**config.mk**
```make
export PLATFORM = sky130hd
export DESIGN_NAME = pips_cmp
export DESIGN_NICKNAME = d
export VERILOG_FILES = /design/src/point_in_prism_region_unit_defines.svh /design/src/pips_pkg.sv /design/src/pips_cmp.sv
export SDC_FILE = /design/constraint.sdc
export NUM_CORES = 2
export LEC_CHECK = 0
export BUFFER_PORTS_ARGS = -buffer_cell sky130_fd_sc_hd__buf_2
export CORE_AREA = 2 2 330 332
export DETAILED_ROUTE_END_ITERATION = 12
export DIE_AREA = 0 0 332 334
export PLACE_DENSITY = 0.58
export SYNTH_ARGS = -nofsm -noshare
export SYNTH_HDL_FRONTEND = slang
export SYNTH_SLANG_ARGS = --single-unit
export TNS_END_PERCENT = 10
```
**constraint.sdc**
```tcl
create_clock -name clk_i -period 3.25 [get_ports clk_i]
set_input_delay 0.325 -clock clk_i [delete_from_list [all_inputs] [get_ports clk_i]]
set_output_delay 0.325 -clock clk_i [all_outputs]
set_load 0.02 [all_outputs]
```
**src/point_in_prism_region_unit_defines.svh**
```systemverilog
// ----------------------------------------------------------------------------
// Point-in-prism region unit: assertion macros
// Shared concurrent assertion forms for the point-in-prism region unit.
// ----------------------------------------------------------------------------
`ifndef POINT_IN_PRISM_REGION_UNIT_DEFINES_SVH
`define POINT_IN_PRISM_REGION_UNIT_DEFINES_SVH

// Check that cons holds in the same cycle as ante.
`define PIPS_ASSERT_HOLDS(lbl, clk, rst_n, ante, cons, msg) \
  lbl: assert property (@(posedge clk) disable iff (!rst_n) (ante) |-> (cons)) \
    else $error(msg);

// Check that cons holds in the cycle after ante.
`define PIPS_ASSERT_NEXT(lbl, clk, rst_n, ante, cons, msg) \
  lbl: assert property (@(posedge clk) disable iff (!rst_n) (ante) |=> (cons)) \
    else $error(msg);

`endif

```
**src/pips_pkg.sv**
```systemverilog
`timescale 1ns / 1ps
// ----------------------------------------------------------------------------
// Point-in-prism region package
// Shape and register codes, flag groups passed between stages, and the
// sign/square decision used for the sqrt(3) edge tests.
// ----------------------------------------------------------------------------
package pips_pkg;

  localparam int COORD_WIDTH_DEF = 32;
  localparam int CFG_IDX_W       = 3;
  localparam int NUM_STAGES      = 7;

  typedef enum logic [1:0] {
    SHAPE_BOX   = 2'd0,
    SHAPE_HEX   = 2'd1,
    SHAPE_RHOMB = 2'd2,
    SHAPE_CYL   = 2'd3
  } shape_e;

  typedef enum logic [CFG_IDX_W-1:0] {
    REG_SHAPE_MODE = 3'd0,
    REG_CENTER_X   = 3'd1,
    REG_CENTER_Y   = 3'd2,
    REG_CENTER_Z   = 3'd3,
    REG_EXTENT_X   = 3'd4,
    REG_EXTENT_Y   = 3'd5,
    REG_EXTENT_Z   = 3'd6
  } cfg_reg_e;

  // Sign and bound flags worked out from the offsets
  typedef struct packed {
    logic box_in;      // strict box bounds met on all axes
    logic z_out;       // beyond the inclusive height bounds
    logic dx_neg;
    logic dy_neg;
    logic dy_zero;
    logic hx_a_neg;    // sign of the sector-folded dy
    logic dp_neg;      // dx + R
    logic dp_zero;
    logic dm_neg;      // dx - R
    logic dm_zero;
    logic rb_b_neg;    // R - dx negative
    logic mid;         // -R <= 2dx <= R
    logic dx_gt_half;  // 2dx > R
  } geo_flags_t;

  // Results of the wide square compares
  typedef struct packed {
    logic hx_out_r;    // dx^2+dy^2 > R^2
    logic hx_in_r;     // 4(dx^2+dy^2) < 3R^2
    logic dy_le;       // 4dy^2 <= 3R^2
    logic lt_p;        // dy^2 < 3(dx+R)^2
    logic gt_p;
    logic lt_m;        // dy^2 < 3(dx-R)^2
    logic gt_m;
    logic dy_lt_3dx;   // dy^2 < 3dx^2
    logic cyl_in;      // dx^2+dy^2 < R^2
  } cmp_flags_t;

  // Sign of a - sqrt3*b is positive
  function automatic logic root3_gt(logic a_neg, logic a_zero, logic b_neg, logic b_zero,
                                    logic sq_lt, logic sq_gt);
    logic a_pos;
    logic b_pos;
    a_pos = !a_neg && !a_zero;
    b_pos = !b_neg && !b_zero;
    return (!a_neg && (b_neg || b_zero) && !(a_zero && b_zero)) ||
           (a_pos && b_pos && sq_gt) || (a_neg && b_neg && sq_lt);
  endfunction

  // Sign of a - sqrt3*b is negative
  function automatic logic root3_lt(logic a_neg, logic a_zero, logic b_neg, logic b_zero,
                                    logic sq_lt, logic sq_gt);
    logic a_pos;
    logic b_pos;
    a_pos = !a_neg && !a_zero;
    b_pos = !b_neg && !b_zero;
    return ((a_neg || a_zero) && !b_neg && !(a_zero && b_zero)) ||
           (a_pos && b_pos && sq_lt) || (a_neg && b_neg && sq_gt);
  endfunction

endpackage

```
**src/pips_cmp.sv**
```systemverilog
`timescale 1ns / 1ps
// ----------------------------------------------------------------------------
// Point-in-prism square compare
// Two stages: scaled sums of the squares, then the wide magnitude compares.
// The flags from the front end ride along.
// ----------------------------------------------------------------------------
module pips_cmp #(
  parameter int SQ_WIDTH = 2 * (pips_pkg::COORD_WIDTH_DEF + 1)
) (
  input  logic                  clk_i,
  input  logic [1:0]            en_i,
  input  logic [SQ_WIDTH-1:0]   sq_dx_i,
  input  logic [SQ_WIDTH-1:0]   sq_dy_i,
  input  logic [SQ_WIDTH-1:0]   sq_r_i,
  input  logic [SQ_WIDTH-1:0]   sq_dp_i,
  input  logic [SQ_WIDTH-1:0]   sq_dm_i,
  input  pips_pkg::geo_flags_t  geo_i,
  output pips_pkg::geo_flags_t  geo_o,
  output pips_pkg::cmp_flags_t  cmp_o
);

  localparam int SW = SQ_WIDTH + 3;

  logic [SW-1:0] r2_d, rr_d, rr3_d, dy2_d, dx3_d, dp3_d, dm3_d;
  logic [SW-1:0] r2_q, rr_q, rr3_q, dy2_q, dx3_q, dp3_q, dm3_q;
  pips_pkg::geo_flags_t geo_s5_q, geo_s6_q;
  pips_pkg::cmp_flags_t cmp_d, cmp_q;

  // Stage A: radius sum and products by three
  always_comb begin
    r2_d  = SW'(sq_dx_i) + SW'(sq_dy_i);
    rr_d  = SW'(sq_r_i);
    rr3_d = SW'(sq_r_i) + (SW'(sq_r_i) << 1);
    dy2_d = SW'(sq_dy_i);
    dx3_d = SW'(sq_dx_i) + (SW'(sq_dx_i) << 1);
    dp3_d = SW'(sq_dp_i) + (SW'(sq_dp_i) << 1);
    dm3_d = SW'(sq_dm_i) + (SW'(sq_dm_i) << 1);
  end

  always_ff @(posedge clk_i) begin
    if (en_i[0]) begin
      r2_q     <= r2_d;
      rr_q     <= rr_d;
      rr3_q    <= rr3_d;
      dy2_q    <= dy2_d;
      dx3_q    <= dx3_d;
      dp3_q    <= dp3_d;
      dm3_q    <= dm3_d;
      geo_s5_q <= geo_i;
    end
  end

  // Stage B: compares
  always_comb begin
    cmp_d.hx_out_r  = (r2_q > rr_q);
    cmp_d.hx_in_r   = ((r2_q << 2) < rr3_q);
    cmp_d.dy_le     = ((dy2_q << 2) <= rr3_q);
    cmp_d.lt_p      = (dy2_q < dp3_q);
    cmp_d.gt_p      = (dy2_q > dp3_q);
    cmp_d.lt_m      = (dy2_q < dm3_q);
    cmp_d.gt_m      = (dy2_q > dm3_q);
    cmp_d.dy_lt_3dx = (dy2_q < dx3_q);
    cmp_d.cyl_in    = (r2_q < rr_q);
  end

  always_ff @(posedge clk_i) begin
    if (en_i[1]) begin
      cmp_q    <= cmp_d;
      geo_s6_q <= geo_s5_q;
    end
  end

  assign cmp_o = cmp_q;
  assign geo_o = geo_s6_q;

endmodule

```
==> flow_metrics.env <==
export IMPL_routabilityCongestion=0.9314
export IMPL_ioPinCount=368
export IMPL_ctsRootBufferMaster="clkbuf_16"
export IMPL_finalPower_mw=25.08
export IMPL_clock_fmax_ghz=0.3048
export IMPL_overflow=0
export IMPL_drv_slew=0
export IMPL_final_layout_size_suffix_gt1_frac=0.2247
export IMPL_maxSlewHeadroom=0.4350
export IMPL_clk_path_buf_depth=3
export IMPL_totalWireLength_um=139000
export IMPL_synth_area_top_cells="edfxtp_1 35%, ha_1 21%, a21o_1 5.8%"
export IMPL_final_setup_worst_slack_ns=-0.03089
export IMPL_peakVddDrop_v=0.0004401
export IMPL_post_place_ws_ns=-0.6364
export IMPL_worst_clock_skew_ns=0.01608
export IMPL_wl_per_cell_um=19.11
export IMPL_cp_cell_sequence="dlygate4sd3_1 -> buf_2 -> ha_1 -> buf_4 -> nand2_1 -> nor3_2 -> buf_4 -> nand4_1 -> a211oi_1 -> buf_4 -> nor3_2 -> buf_4 -> a21oi_1 -> a31oi_2 -> o21ai_2 -> buf_4 -> a21oi_1 -> xnor2_1"
export IMPL_clk_latency_ns=0.68
export IMPL_status="complete, but fails checks"
export IMPL_cap_violations=0
export IMPL_max_stage_delay_ns=0.60
export IMPL_synth_ff_latch_count=505
export IMPL_nets=6867
export IMPL_synth_flop_cell="edfxtp_1"
export IMPL_worst_setup_path_type="in -> reg"
export IMPL_synth_cell_area_um2=43630
export IMPL_hold_viol_final=0
export IMPL_slowest_stage="dlygate4sd3_1"
export IMPL_end_kind="register"
export IMPL_drt_iter0_drc=2629
export IMPL_die_area_um2=110900
export IMPL_start_util=0.4048
export IMPL_violations="setup timing"
export IMPL_vias=38806
export IMPL_crit_top_cell="buf_4"
export IMPL_die_y_um=334
export IMPL_yosysWarnings=0
export IMPL_fp_row_count=121
export IMPL_worstMarginPinSlew_ns=0.8261
export IMPL_die_x_um=332
export IMPL_synth_edff_count=505
export IMPL_drtAntennaViolNets=0
export IMPL_yosysSeqAreaShare=0.3475
export IMPL_area_growth_pct=29.37
export IMPL_syn_avg_cell_area_um2=9.601
export IMPL_netlist_instances=4545
export IMPL_synth_distinct_cells=96
export IMPL_cts_tree="yes"
export IMPL_hpwl_um=114900
export IMPL_portBuffers=367
export IMPL_grt_total_usage=0.2455
export IMPL_min_path_type="in -> reg"
export IMPL_fillers=10032
export IMPL_rsz0062_at_grt="yes"
export IMPL_grt_max_degree=71
export IMPL_finalCritPeriodShare=1.010
export IMPL_antenna_found_initial=47
export IMPL_drtPass1Iterations=5
export IMPL_synth_area_leader_cell="edfxtp_1"
export IMPL_clock_sinks=505
export IMPL_vias_per_cell=5.334
export IMPL_cp_arrival_ns=3.70
export IMPL_power_density_nw_per_um2=444.2
export IMPL_route_detailed_drc=0
export IMPL_numCtsBuffers=60
export IMPL_postSynth_asyncResetShare=0
export IMPL_fin_crit_ns=3.281
export IMPL_setup_viol=2
export IMPL_path_clk_slew_ns=0.06
export IMPL_htree_levels=2
export IMPL_grt_first_pass_wirelength_um=213100
export IMPL_startpoint_type="primary input"
export IMPL_crit_fanout=6
export IMPL_crit_required_ns=3.67
export IMPL_p_leak_nw=26.97
export IMPL_core_area_um2=107800
export IMPL_first_global_vias=38858
export IMPL_yosysTopAreaCellShare=0.3475
export IMPL_synth_nets=5625
-- Yosys cell counts, types with 14 or more instances --
| master | n |
|---|---|
| nand2_1 | 250 |
| a31oi_1 | 35 |
| o21a_1 | 43 |
| o21bai_1 | 73 |
| o31ai_1 | 19 |
| nor3_1 | 53 |
| ha_1 | 729 |
| a221oi_1 | 20 |
| nand2b_1 | 57 |
| nor2b_1 | 74 |
| and3_1 | 22 |
| or3_1 | 14 |
| nand4_1 | 171 |
| o21ai_1 | 34 |
| a21o_1 | 339 |
| a21oi_1 | 474 |
| nand3_1 | 56 |
| xnor2_1 | 193 |
| a211oi_1 | 36 |
| nor2_1 | 210 |
| inv_1 | 435 |
| edfxtp_1 | 505 |
| and4_1 | 17 |
| o21ai_0 | 239 |
| nor4_1 | 23 |
| o211ai_1 | 16 |
| clkbuf_1 | 89 |
| xor2_1 | 113 |
-- cell type report --
class                           count  area [um2]  area share
Multi-Input combinational cell   3502       26550      0.4703
Sequential cell                   505       15160      0.2686
Timing Repair Buffer             1282        9168      0.1624
Tap cell                         1414        1769     0.03134
Inverter                          436        1637     0.02899
Clock buffer                       72        1546     0.02740
Clock inverter                     41       558.0    0.009886
Antenna cell                       23       57.56    0.001020
-- placed cells by master, fill, tap and decap left out, types with 10 or more instances in the layout --
cell           count
a31o_2            10
bufinv_16         12
o31ai_1           17
nand2_1          250
nand4_1          171
a221oi_1          16
a31oi_1           31
nor2b_1           74
xnor2_1          193
nand3_1           56
and3_1            22
nor4_1            21
xor2_1           113
o21ai_0          238
a21oi_1          471
or3_1             13
a21boi_0          13
and4_1            17
o211ai_1          16
o21a_1            42
inv_1            435
nor2_1           210
edfxtp_1         505
o21ai_1           33
nor3_1            50
o21bai_1          73
diode_2           23
and2_1            12
nand2b_1          57
clkbuf_16         60
buf_2            366
a211oi_1          35
buf_4            755
a21o_1           339
clkbuf_1          12
ha_1             728
dlygate4sd3_1    154
-- registers in the layout, indices dropped and copies added (netlist names) --
register	flops
dm3_q	68
dp3_q	68
dx3_q	68
r2_q	67
rr3_q	67
dy2_q	66
rr_q	66
geo_o	13
geo_s5_q	13
cmp_o	9
-- logic make-up (layout without fill, tap and decap cells) --
logic type	count (synthesis)	count (layout)	share of synthesized area
xor gates and xnor gates	306	306	0.06142
buffers and inverters	538	1831	0.04786
AOI/OAI and AO/OA	1468	1468	0.2169
and+or+nand+nor	994	994	0.1150
adders and majority gates	734	734	0.2113
DFF	505	505	0.3475
other	0	23	0
-- metrics by stage --
stage               instance area [um2]  utilization  TNS [ns]  instances  hold WS (ns)
floorplan                         43640            -         0       4545        0.4003
global placement                  52580       0.4878    -30.16       6985        0.4006
detailed placement                52580       0.4878    -32.58       6985        0.4061
CTS                               56260       0.5219   -0.1358       7253      0.006719
global route                      56430       0.5235   -0.6227       7267       0.03947
finish                            56450       0.5237  -0.04576       7275       0.06547
-- metal layers --
| layer | global-route usage | vias up | share of wire |
|---|---|---|---|
| met5 | 0 | - | 0.0016 |
| met4 | 0.08337 | 36 | 0.037 |
| met3 | 0.04030 | 260 | 0.057 |
| met2 | 0.3944 | 965 | 0.44 |
| met1 | 0.3350 | 18065 | 0.46 |
| li1 | - | 19480 | - |
-- report_power, final --
part	internal, mW	leakage [nW]	switching [mW]
Clock	4.36	1.01	2.94
Sequential	8.36	4.94	0.506
Combinational	4.19	21.0	4.72
-- timing repair --
| action | CTS | global route |
|---|---|---|
| setup endpoints to repair | 4 | 34 |
| pin swaps | 1 | 7 |
| resized for setup | 6 | 27 |
| hold buffers | 154 | 0 |
| hold endpoints to repair | 155 | 0 |
| setup buffers | 1 | 0 |
-- critical path: cells and delay by family --
family	cells	cell delay (ns)
AND/OR/NAND/NOR	4	0.48
adder cells (fa/ha/maj)	1	0.29
buffers and inverters	7	1.59
AO/OA/AOI/OAI	5	0.87
XOR/XNOR	1	0.14
-- path summary, 6_finish.rpt --
check | start | end | slack [ns] | cells past startpoint
setup reg to reg | r2_q[1] | cmp_o[8] | 0.04 | 15
hold / removal | sq_dx_i[65] | dx3_q[66] | 0.07 | 2
hold reg to reg | geo_s5_q[5] | geo_o[5] | 0.42 | 0
setup / recovery | sq_dy_i[40] | r2_q[61] | -0.03 | 18
Note: power is estimated with default switching activity, not from simulation.
