File: src/point_in_prism_region_unit_defines.svh
// ----------------------------------------------------------------------------
// Point-in-prism region unit: assertion macros
// Shared concurrent assertion forms for the point-in-prism region unit.
// ----------------------------------------------------------------------------
`ifndef POINT_IN_PRISM_REGION_UNIT_DEFINES_SVH
`define POINT_IN_PRISM_REGION_UNIT_DEFINES_SVH

// Check that cons holds in the same cycle as ante.
`define PIPS_ASSERT_HOLDS(lbl, clk, rst_n, ante, cons, msg) \
  lbl: assert property (@(posedge clk) disable iff (!rst_n) (ante) |-> (cons)) \
    else $error(msg);

// Check that cons holds in the cycle after ante.
`define PIPS_ASSERT_NEXT(lbl, clk, rst_n, ante, cons, msg) \
  lbl: assert property (@(posedge clk) disable iff (!rst_n) (ante) |=> (cons)) \
    else $error(msg);

`endif

File: src/pips_pkg.sv
`timescale 1ns / 1ps
// ----------------------------------------------------------------------------
// Point-in-prism region package
// Shape and register codes, flag groups passed between stages, and the
// sign/square decision used for the sqrt(3) edge tests.
// ----------------------------------------------------------------------------
package pips_pkg;

  localparam int COORD_WIDTH_DEF = 32;
  localparam int CFG_IDX_W       = 3;
  localparam int NUM_STAGES      = 7;

  typedef enum logic [1:0] {
    SHAPE_BOX   = 2'd0,
    SHAPE_HEX   = 2'd1,
    SHAPE_RHOMB = 2'd2,
    SHAPE_CYL   = 2'd3
  } shape_e;

  typedef enum logic [CFG_IDX_W-1:0] {
    REG_SHAPE_MODE = 3'd0,
    REG_CENTER_X   = 3'd1,
    REG_CENTER_Y   = 3'd2,
    REG_CENTER_Z   = 3'd3,
    REG_EXTENT_X   = 3'd4,
    REG_EXTENT_Y   = 3'd5,
    REG_EXTENT_Z   = 3'd6
  } cfg_reg_e;

  // Sign and bound flags worked out from the offsets
  typedef struct packed {
    logic box_in;      // strict box bounds met on all axes
    logic z_out;       // beyond the inclusive height bounds
    logic dx_neg;
    logic dy_neg;
    logic dy_zero;
    logic hx_a_neg;    // sign of the sector-folded dy
    logic dp_neg;      // dx + R
    logic dp_zero;
    logic dm_neg;      // dx - R
    logic dm_zero;
    logic rb_b_neg;    // R - dx negative
    logic mid;         // -R <= 2dx <= R
    logic dx_gt_half;  // 2dx > R
  } geo_flags_t;

  // Results of the wide square compares
  typedef struct packed {
    logic hx_out_r;    // dx^2+dy^2 > R^2
    logic hx_in_r;     // 4(dx^2+dy^2) < 3R^2
    logic dy_le;       // 4dy^2 <= 3R^2
    logic lt_p;        // dy^2 < 3(dx+R)^2
    logic gt_p;
    logic lt_m;        // dy^2 < 3(dx-R)^2
    logic gt_m;
    logic dy_lt_3dx;   // dy^2 < 3dx^2
    logic cyl_in;      // dx^2+dy^2 < R^2
  } cmp_flags_t;

  // Sign of a - sqrt3*b is positive
  function automatic logic root3_gt(logic a_neg, logic a_zero, logic b_neg, logic b_zero,
                                    logic sq_lt, logic sq_gt);
    logic a_pos;
    logic b_pos;
    a_pos = !a_neg && !a_zero;
    b_pos = !b_neg && !b_zero;
    return (!a_neg && (b_neg || b_zero) && !(a_zero && b_zero)) ||
           (a_pos && b_pos && sq_gt) || (a_neg && b_neg && sq_lt);
  endfunction

  // Sign of a - sqrt3*b is negative
  function automatic logic root3_lt(logic a_neg, logic a_zero, logic b_neg, logic b_zero,
                                    logic sq_lt, logic sq_gt);
    logic a_pos;
    logic b_pos;
    a_pos = !a_neg && !a_zero;
    b_pos = !b_neg && !b_zero;
    return ((a_neg || a_zero) && !b_neg && !(a_zero && b_zero)) ||
           (a_pos && b_pos && sq_lt) || (a_neg && b_neg && sq_gt);
  endfunction

endpackage

File: src/pips_front.sv
`timescale 1ns / 1ps
// ----------------------------------------------------------------------------
// Point-in-prism front end
// Two stages: offset from the centre, then bound tests, sign flags and the
// magnitudes handed to the squarers.
// ----------------------------------------------------------------------------
module pips_front #(
  parameter int COORD_WIDTH = pips_pkg::COORD_WIDTH_DEF
) (
  input  logic                          clk_i,
  input  logic [1:0]                    en_i,
  input  logic signed [COORD_WIDTH-1:0] pos_x_i,
  input  logic signed [COORD_WIDTH-1:0] pos_y_i,
  input  logic signed [COORD_WIDTH-1:0] pos_z_i,
  input  logic signed [COORD_WIDTH-1:0] center_x_i,
  input  logic signed [COORD_WIDTH-1:0] center_y_i,
  input  logic signed [COORD_WIDTH-1:0] center_z_i,
  input  logic [COORD_WIDTH-2:0]        extent_x_i,
  input  logic [COORD_WIDTH-2:0]        extent_y_i,
  input  logic [COORD_WIDTH-2:0]        extent_z_i,
  output logic [COORD_WIDTH:0]          mag_dx_o,
  output logic [COORD_WIDTH:0]          mag_dy_o,
  output logic [COORD_WIDTH:0]          mag_dp_o,
  output logic [COORD_WIDTH:0]          mag_dm_o,
  output pips_pkg::geo_flags_t          geo_o
);

  localparam int DW = COORD_WIDTH + 1;  // offset
  localparam int EW = COORD_WIDTH + 2;  // doubled offset, dx +/- R
  localparam int MW = COORD_WIDTH + 1;  // magnitudes

  logic signed [DW-1:0] dx_d, dy_d, dz_d;
  logic signed [DW-1:0] dx_q, dy_q, dz_q;

  logic signed [EW-1:0] dx2, dy2, dz2, dxe, rx, ry, rz, dp, dm, neg_dp, neg_dm;
  logic signed [DW-1:0] neg_dx, neg_dy;
  logic                 flip;

  logic [MW-1:0]        mag_dx_d, mag_dy_d, mag_dp_d, mag_dm_d;
  logic [MW-1:0]        mag_dx_q, mag_dy_q, mag_dp_q, mag_dm_q;
  pips_pkg::geo_flags_t geo_d, geo_q;

  // Stage 1: offset from the centre
  assign dx_d = {pos_x_i[COORD_WIDTH-1], pos_x_i} - {center_x_i[COORD_WIDTH-1], center_x_i};
  assign dy_d = {pos_y_i[COORD_WIDTH-1], pos_y_i} - {center_y_i[COORD_WIDTH-1], center_y_i};
  assign dz_d = {pos_z_i[COORD_WIDTH-1], pos_z_i} - {center_z_i[COORD_WIDTH-1], center_z_i};

  always_ff @(posedge clk_i) begin
    if (en_i[0]) begin
      dx_q <= dx_d;
      dy_q <= dy_d;
      dz_q <= dz_d;
    end
  end

  // Stage 2: bounds, signs and magnitudes
  always_comb begin
    dx2    = {dx_q, 1'b0};
    dy2    = {dy_q, 1'b0};
    dz2    = {dz_q, 1'b0};
    dxe    = {dx_q[DW-1], dx_q};
    rx     = {3'b000, extent_x_i};
    ry     = {3'b000, extent_y_i};
    rz     = {3'b000, extent_z_i};
    dp     = dxe + rx;
    dm     = dxe - rx;
    neg_dp = -dp;
    neg_dm = -dm;
    neg_dx = -dx_q;
    neg_dy = -dy_q;

    geo_d.box_in = (dx2 > -rx) && (dx2 < rx) && (dy2 > -ry) && (dy2 < ry) &&
                   (dz2 > -rz) && (dz2 < rz);
    geo_d.z_out  = (dz2 > rz) || (dz2 < -rz);
    geo_d.dx_neg  = dx_q[DW-1];
    geo_d.dy_neg  = dy_q[DW-1];
    geo_d.dy_zero = (dy_q == '0);
    // fold dy into the sector of the hexagon edge under test
    flip = (!dy_q[DW-1] && !dx_q[DW-1] && (dx_q != '0)) || (dy_q[DW-1] && dx_q[DW-1]);
    geo_d.hx_a_neg   = flip ? (!dy_q[DW-1] && (dy_q != '0)) : dy_q[DW-1];
    geo_d.dp_neg     = dp[EW-1];
    geo_d.dp_zero    = (dp == '0);
    geo_d.dm_neg     = dm[EW-1];
    geo_d.dm_zero    = (dm == '0);
    geo_d.rb_b_neg   = !dm[EW-1] && (dm != '0);
    geo_d.mid        = (dx2 <= rx) && (dx2 >= -rx);
    geo_d.dx_gt_half = (dx2 > rx);

    mag_dx_d = dx_q[DW-1] ? neg_dx : dx_q;
    mag_dy_d = dy_q[DW-1] ? neg_dy : dy_q;
    mag_dp_d = dp[EW-1] ? neg_dp[MW-1:0] : dp[MW-1:0];
    mag_dm_d = dm[EW-1] ? neg_dm[MW-1:0] : dm[MW-1:0];
  end

  always_ff @(posedge clk_i) begin
    if (en_i[1]) begin
      mag_dx_q <= mag_dx_d;
      mag_dy_q <= mag_dy_d;
      mag_dp_q <= mag_dp_d;
      mag_dm_q <= mag_dm_d;
      geo_q    <= geo_d;
    end
  end

  assign mag_dx_o = mag_dx_q;
  assign mag_dy_o = mag_dy_q;
  assign mag_dp_o = mag_dp_q;
  assign mag_dm_o = mag_dm_q;
  assign geo_o    = geo_q;

endmodule

File: config.mk
export PLATFORM = sky130hd
export DESIGN_NAME = pips_front
export DESIGN_NICKNAME = d
export VERILOG_FILES = /design/src/point_in_prism_region_unit_defines.svh /design/src/pips_pkg.sv /design/src/pips_front.sv
export SDC_FILE = /design/constraint.sdc
export NUM_CORES = 1
export LEC_CHECK = 0
export CAP_MARGIN = 15
export CORE_ASPECT_RATIO = 1.4
export CORE_MARGIN = 5
export CORE_UTILIZATION = 39
export CTS_BUF_LIST = sky130_fd_sc_hd__clkbuf_4
export DETAILED_ROUTE_END_ITERATION = 8
export DONT_BUFFER_PORTS = 1
export GPL_TIMING_DRIVEN = 0
export PLACE_DENSITY = 0.51
export SYNTH_ARGS = -nofsm -noshare
export SYNTH_HDL_FRONTEND = slang
export SYNTH_SLANG_ARGS = --single-unit
File: constraint.sdc
create_clock -name clk_i -period 11.27 [get_ports clk_i]
set_input_delay 0.5635 -clock clk_i [delete_from_list [all_inputs] [get_ports clk_i]]
set_output_delay 0.5635 -clock clk_i [all_outputs]
set_load 0.01 [all_outputs]
==> impl_metrics.csv, run 1 <==
group,metric,value,unit
drt,detail-route-antenna-nets,0,
power,cellLeakagePower,0.0112,uW
floorplanning,row_count,108,
place,place_congestion,0.897,
logic_synthesis,syn-num-nets,3377,
power,p_per_area,149,nW/um^2
drt,drt_iter0_drc,881,
sta,setup_slack,6.21,ns
outcome,status,"finished, final reports clean",
grt,first_global_vias,21500,
logic_synthesis,netlist_area,24500,um^2
drt,routed-wl-met3,5690,um
floorplanning,die_x,222,um
clock_network,cts_buffers,66,
drt,via_per_inst,5.58,
floorplanning,die_h,307,um
final_layout,area_growth,8.21,%
logic_synthesis,seq_area_frac_synth,29.7,%
drt,drc,0,
sta,drv_slew,0,
clock_network,insertion_delay,0.86,ns
grt,overflow,0,
sta,final-setup-viol-count,0,
worst_setup_path,r2r_start,"dx_q[11]",
grt,grt_max_degree,145,
grt,grt_usage,22.5,%
sta,slew_headroom,15.9,%
clock_network,clk_pin_slew_worst_paths,0.07,ns
worst_setup_path,crit_path_end_kind,"flip-flop",
place,placed_cell_area,25600,um^2
sta,fin_crit,5.06,ns
floorplanning,initial_core_util,39.5,%
drt,dr.max_layer_used,"met5",
power,ir_drop,85.1,uV
logic_synthesis,async_reset_ff_share,0,%
clock_network,ctsLongestPathBuffers,3,
min_path,hold_end,"dx_q[0]",
sta,fin_worst_skew,0.0598,ns
clock_network,cts-root-buf,"clkbuf_4",
logic_synthesis,avgSynthCellArea,9.00,um^2
logic_synthesis,synth_edf_count,243,
sta,tns,0,ns
drt,post_drt_wl_per_cell,21.6,um
place,place_hpwl,65600,um
sta,worst_slew_pin_slew,1.23,ns
min_path,hold_class,"in2reg",
final_layout,layoutNonFillerInstCount,3677,
sta,period_share,44.9,%
worst_setup_path,ff2ff_setup_slack,6.21,ns
drt,met1_length,28400,um
worst_setup_path,cp_data_arrival_time,5.63,ns
final_layout,nNetsFinal,3452,
logic_synthesis,ys_seq_elements,243,
clock_network,cts_sinks,243,
sta,hold_ws,0.110,ns
grt,grt_pass1_wl,121000,um
clock_network,htree_levels,3,
worst_setup_path,reg2reg_depth,15,
final_layout,fin_area,26600,um^2
drt,num_vias,20500,
logic_synthesis,synthesis.instances,2728,
logic_synthesis,yosysTopAreaCell,"edfxtp_1",
logic_synthesis,synth_top_area_share,29.7,%
drt,firstDrtPassIters,4,
place,port_buffers,0,
clock_network,cts_setup_buffers,0,
sta,grt_setup_unrepaired,"no",
worst_setup_path,required,11.84,ns
floorplanning,io_pins,433,
place,preCtsSetupSlack,5.56,ns
worst_setup_path,crit_fanout,10,
final_layout,drive_gt1_share,5.55,%
worst_setup_path,r2r-end,"mag_dm_o[14]",
place,dp_cells,3553,
floorplanning,fp.coreArea,62200,um^2
drt,route.met2.wl,41600,um
logic_synthesis,yosysUniqueCellTypes,86,
worst_setup_path,critPathKind,"reg2reg",
grt,antenna_found_initial,14,
drt,finalWirelength,79300,um
worst_setup_path,critPathLaunchType,"flip-flop",
logic_synthesis,synth.area.top_cells,"edfxtp_1, ha_1, xnor2_1",
min_path,hp-start,"pos_x_i[0]",
sta,finalHoldViolations,0,
logic_synthesis,synthFlopType,"edfxtp_1",
logic_synthesis,yosys_warnings,0,
min_path,hold_depth,3,
flow_run,drv_cap,0,
sta,fmax,198,MHz
clock_network,cts_tree,"yes",
floorplanning,die_area,68100,um^2
## cell usage in the layout, fill, tap and decap left out, drive strengths merged, types with 18 or more instances in the layout
cell and count:
nor2 193, nor4 49, a21oi 215, and3 23
ha 353, nand2 142, clkinv 20, or3 36
nor2b 30, edfxtp 243, a211oi 24, inv 273
xnor2 276, a31oi 33, nand4 62, nand2b 34
o31ai 36, xor2 45, o21ai 137, and2 25
nor3 63, clkbuf 124, nand3 61, a21o 110
buf 18, o21a 23
## cells by family after synthesis
| logic type | after synthesis | synth area share [%] |
|---|---|---|
| multiplexers | 5 | 0.204 |
| buffers and inverters | 326 | 5.12 |
| XOR/XNOR | 321 | 11.5 |
| adder cells (fa/ha/maj) | 361 | 18.6 |
| AND/OR/NAND/NOR | 767 | 16.2 |
| AO/OA/AOI/OAI | 705 | 18.6 |
| flip-flops | 243 | 29.7 |
## routing by layer
metal	vias up	track usage [%]
li1	10200	-
met1	9642	22.1
met2	516	42.6
met3	159	7.43
met4	10	10.2
met5	-	0
## through the flow
step	util [%]	total power (uW)
floorplan	-	2640
detailed placement	41.2	3090
global placement	41.2	3060
global route	42.7	4260
CTS	42.7	4010
finish	42.7	3950
## worst max-delay path: stages, from the launching register on
cell and delay (ns):
edfxtp_1 0.50, ha_1 0.38, buf_2 0.25, inv_1 0.09
o31ai_1 0.50, a21oi_1 0.09, nor3_1 0.16, a21oi_1 0.22
a21boi_0 0.42, o211a_1 0.23, a31oi_1 0.11, nor2_1 0.72
inv_1 0.39, clkbuf_1 0.42, o21ai_0 0.22, xnor2_1 0.10
## flip-flops by register name, indices dropped and copies added, names as in the netlist
| name | cells |
|---|---|
| dz_q | 33 |
| geo_o | 13 |
| dx_q | 33 |
| mag_dm_o | 32 |
| mag_dp_o | 33 |
| dy_q | 33 |
| mag_dx_o | 33 |
| mag_dy_o | 33 |
## power breakdown
part	total, uW	switching [uW]	leakage, uW	internal [uW]
logic	1560	924	0.00831	639
clock network	865	408	0.000514	457
registers	1520	233	0.00238	1290
total	3950	1570	0.0112	2390
## Yosys cell counts, types with 6 or more instances
| cell | n |
|---|---|
| nand2_1 | 142 |
| a21o_1 | 109 |
| nor2_1 | 193 |
| o41ai_1 | 15 |
| nor4_1 | 44 |
| and3_1 | 23 |
| clkbuf_1 | 35 |
| and4_1 | 6 |
| a21oi_1 | 214 |
| o21ai_0 | 136 |
| ha_1 | 353 |
| nand2b_1 | 33 |
| buf_2 | 9 |
| xnor2_1 | 276 |
| inv_1 | 271 |
| o21a_1 | 23 |
| and2_1 | 25 |
| fa_1 | 8 |
| o31ai_1 | 34 |
| a21boi_0 | 7 |
| o21bai_1 | 13 |
| or4_1 | 13 |
| xor2_1 | 45 |
| a31oi_1 | 32 |
| nand4_1 | 60 |
| nor3_1 | 63 |
| nor2b_1 | 30 |
| edfxtp_1 | 243 |
| a211oi_1 | 21 |
| o31a_1 | 8 |
| nand3_1 | 61 |
| or2_2 | 8 |
| or3_1 | 35 |
| o211ai_1 | 15 |
## repair_timing
action | in CTS | in global routing
resized for setup | 0 | 0
hold endpoints to repair | 248 | 0
hold buffers | 7 | 0
## worst max path at each step
stage,start,end
global placement,extent_x_i[3],geo_o[12]
detailed placement,extent_x_i[3],geo_o[12]
global route,dx_q[11],mag_dm_o[14]
floorplan,extent_x_i[3],geo_o[12]
CTS,dx_q[11],mag_dm_o[14]
finish,dx_q[11],mag_dm_o[14]
## area by class of cell
cell class	count	area (um^2)
Clock buffer	89	668
Fill cell	6277	35600
Clock inverter	22	195
Antenna cell	6	15.0
Tap cell	825	1030
Buffer	51	225
Timing Repair Buffer	7	105
Multi-Input combinational cell	2159	16000
Sequential cell	243	7300
Inverter	275	1030
Power figures use the tool's default switching activity.
==> run 2: changes to the inputs <==
Settings changed: ABC_AREA set to 1, PLACE_DENSITY 0.51 to 0.53.
Clock period 11.27 ns to 4.1 ns, I/O delays scaled along.
==> run 2 against run 1 <==
  * Sequential share of layout area down 5.3 points
  * Sequential power rose to 2.7 times the previous value
  * First-iteration DRC count up 29%
  * Wire length up 29%
  * Count of clock-buffer cells in the layout down 2
==> impl_metrics.csv, run 2 <==
group,metric,value,unit
logic_synthesis,yosysTopAreaCell,"edfxtp_1",
logic_synthesis,synthesis.instances,3937,
min_path,hold_class,"in2reg",
place,place_hpwl,85500,um
clock_network,clk_pin_slew_worst_paths,0.06,ns
final_layout,drive_gt1_share,8.08,%
power,ir_drop,179,uV
clock_network,cts_sinks,243,
drt,drc,0,
sta,fin_crit,3.94,ns
drt,finalWirelength,102000,um
sta,slew_headroom,33.1,%
floorplanning,io_pins,433,
drt,post_drt_wl_per_cell,19.4,um
clock_network,cts_buffers,66,
sta,period_share,96.2,%
logic_synthesis,synth_top_cells_by_count,"nand2_1, inv_1, nor2_1",
logic_synthesis,synth_edf_count,243,
drt,detail-route-antenna-nets,0,
final_layout,nNetsFinal,4917,
final_layout,fin_area,32800,um^2
worst_setup_path,crit_fanout,3,
final_layout,fin_util,45.9,%
logic_synthesis,async_reset_ff_share,0,%
final_layout,final_common_cell,"nand2_1",
worst_setup_path,crit_path_end_kind,"flip-flop",
final_layout,area_growth,16.7,%
drt,firstDrtPassIters,8,
logic_synthesis,yosys_warnings,0,
clock_network,ctsLongestPathBuffers,3,
worst_setup_path,critPathKind,"in2reg",
sta,drv_slew,0,
grt,overflow,0,
worst_setup_path,critPathLaunchType,"primary input",
logic_synthesis,ys_seq_elements,243,
clock_network,htree_levels,3,
worst_setup_path,required,4.73,ns
drt,via_per_inst,5.08,
power,p_per_area,370,nW/um^2
logic_synthesis,synth_top_area_share,25.9,%
grt,grt_max_degree,145,
grt,grt_pass1_wl,152000,um
worst_setup_path,cp_data_arrival_time,4.57,ns
clock_network,cts-root-buf,"clkbuf_4",
sta,worst_slew_pin_slew,1.00,ns
sta,fin_worst_skew,0.0754,ns
logic_synthesis,synth.area.top_cells,"edfxtp_1, ha_1, nand2_1",
drt,num_vias,26800,
final_layout,layoutNonFillerInstCount,5266,
outcome,status,"finished, final reports clean",
logic_synthesis,syn-num-nets,4586,
floorplanning,fp.coreArea,71600,um^2
logic_synthesis,synthFlopType,"edfxtp_1",
final_layout,mostFrequentLayoutCells,"nand2_1, inv_1, nor2_1",
grt,grt_usage,25.5,%
logic_synthesis,netlist_area,28200,um^2
logic_synthesis,avgSynthCellArea,7.15,um^2
grt,antenna_found_initial,13,
place,place_congestion,1.01,
grt,first_global_vias,27700,
worst_setup_path,ff2ff_setup_slack,0.26,ns
place,port_buffers,0,
floorplanning,die_x,237,um
power,cellLeakagePower,0.0157,uW
floorplanning,die_h,328,um
sta,final-setup-viol-count,0,
logic_synthesis,seq_area_frac_synth,25.9,%
drt,drt_iter0_drc,1137,
sta,fmax,253,MHz
clock_network,cts_tree,"yes",
clock_network,insertion_delay,0.88,ns
sta,hold_ws,0.0943,ns
sta,finalHoldViolations,0,
floorplanning,initial_core_util,39.3,%
logic_synthesis,yosysUniqueCellTypes,57,
floorplanning,die_area,77700,um^2
sta,grt_setup_unrepaired,"no",
floorplanning,row_count,116,
logic_synthesis,synth.most_common_cell,"nand2_1",
final_layout,nFillCells,7507,
place,placed_cell_area,29300,um^2
place,dp_cells,4881,
flow_run,drv_cap,0,
-- run 2: cells by family (layout without fill, tap and decap cells) --
kind of cell             after synthesis  count (layout)  share of synthesized area [%]
other                                  0              13                              0
buffers and inverters                699            1071                           9.91
AO/OA/AOI/OAI                        525             525                           10.7
XOR/XNOR                             265             265                           8.24
AND/OR/NAND/NOR                     1844            1844                           29.0
adder cells (fa/ha/maj)              361             361                           16.3
flip-flops                           243             243                           25.9
-- run 2: timing repair --
action                                 CTS  global route
setup endpoints to repair                0            12
endpoints found under the hold margin  349             0
setup buffers                            0             2
gates resized for setup                  0             4
hold buffers                           261             0
-- run 2: area by class of cell --
type / count / area, um^2 / area share, %
clock buffer: 87 / 653 / 1.99
timing repair buffer: 263 / 2660 / 8.11
clock inverter: 22 / 146 / 0.446
multi-input combinational: 2995 / 18100 / 55.1
sequential: 243 / 7300 / 22.2
inverter: 655 / 2460 / 7.49
tap: 944 / 1180 / 3.60
buffer: 44 / 328 / 0.998
antenna: 13 / 32.5 / 0.0991
-- run 2: critical path, stage by stage --
cell	delay [ns]
dlygate4sd3_1	0.54
ha_1	0.34
dlygate4sd3_1	0.64
a21oi_1	0.12
nand2_1	0.12
a21oi_1	0.15
o21ai_0	0.58
a21oi_1	0.21
o21bai_1	0.32
nand2_1	0.12
nand3_1	0.08
dlygate4sd3_1	0.54
nand2_1	0.05
dlygate4sd3_1	0.54
-- run 2: metrics by stage --
step	total power [uW]	TNS [ns]	setup slack, ns
after floorplan	7860	0	0.844
after global placement	9450	-0.751	-0.422
after detailed placement	9490	-0.807	-0.444
after CTS	12300	0	0.0526
after global routing	13200	0	0.00181
final	12200	0	0.155
-- run 2: final timing paths --
| check | from | to | cells after the start |
|---|---|---|---|
| worst min register to register | dy_q[0] | mag_dy_o[0] | 0 |
| worst max-delay path | pos_x_i[5] | dx_q[26] | 14 |
| worst max register to register | dx_q[0] | mag_dp_o[32] | 20 |
| worst min-delay path | center_x_i[22] | dx_q[24] | 6 |
-- run 2: where the power goes --
group | switching [uW] | leakage (uW) | internal [uW]
Combinational | 3620 | 0.0129 | 2120
Sequential | 634 | 0.00238 | 3530
Clock | 1140 | 0.000475 | 1110
-- run 2: per-layer routing --
layer | global-route usage, % | routed length [um] | vias to the layer above
met5 | 0 | 28 | -
met4 | 15.2 | 6930 | 6
met3 | 6.32 | 5970 | 253
met2 | 50.1 | 54800 | 694
met1 | 23.4 | 34600 | 12200
li1 | - | - | 13600
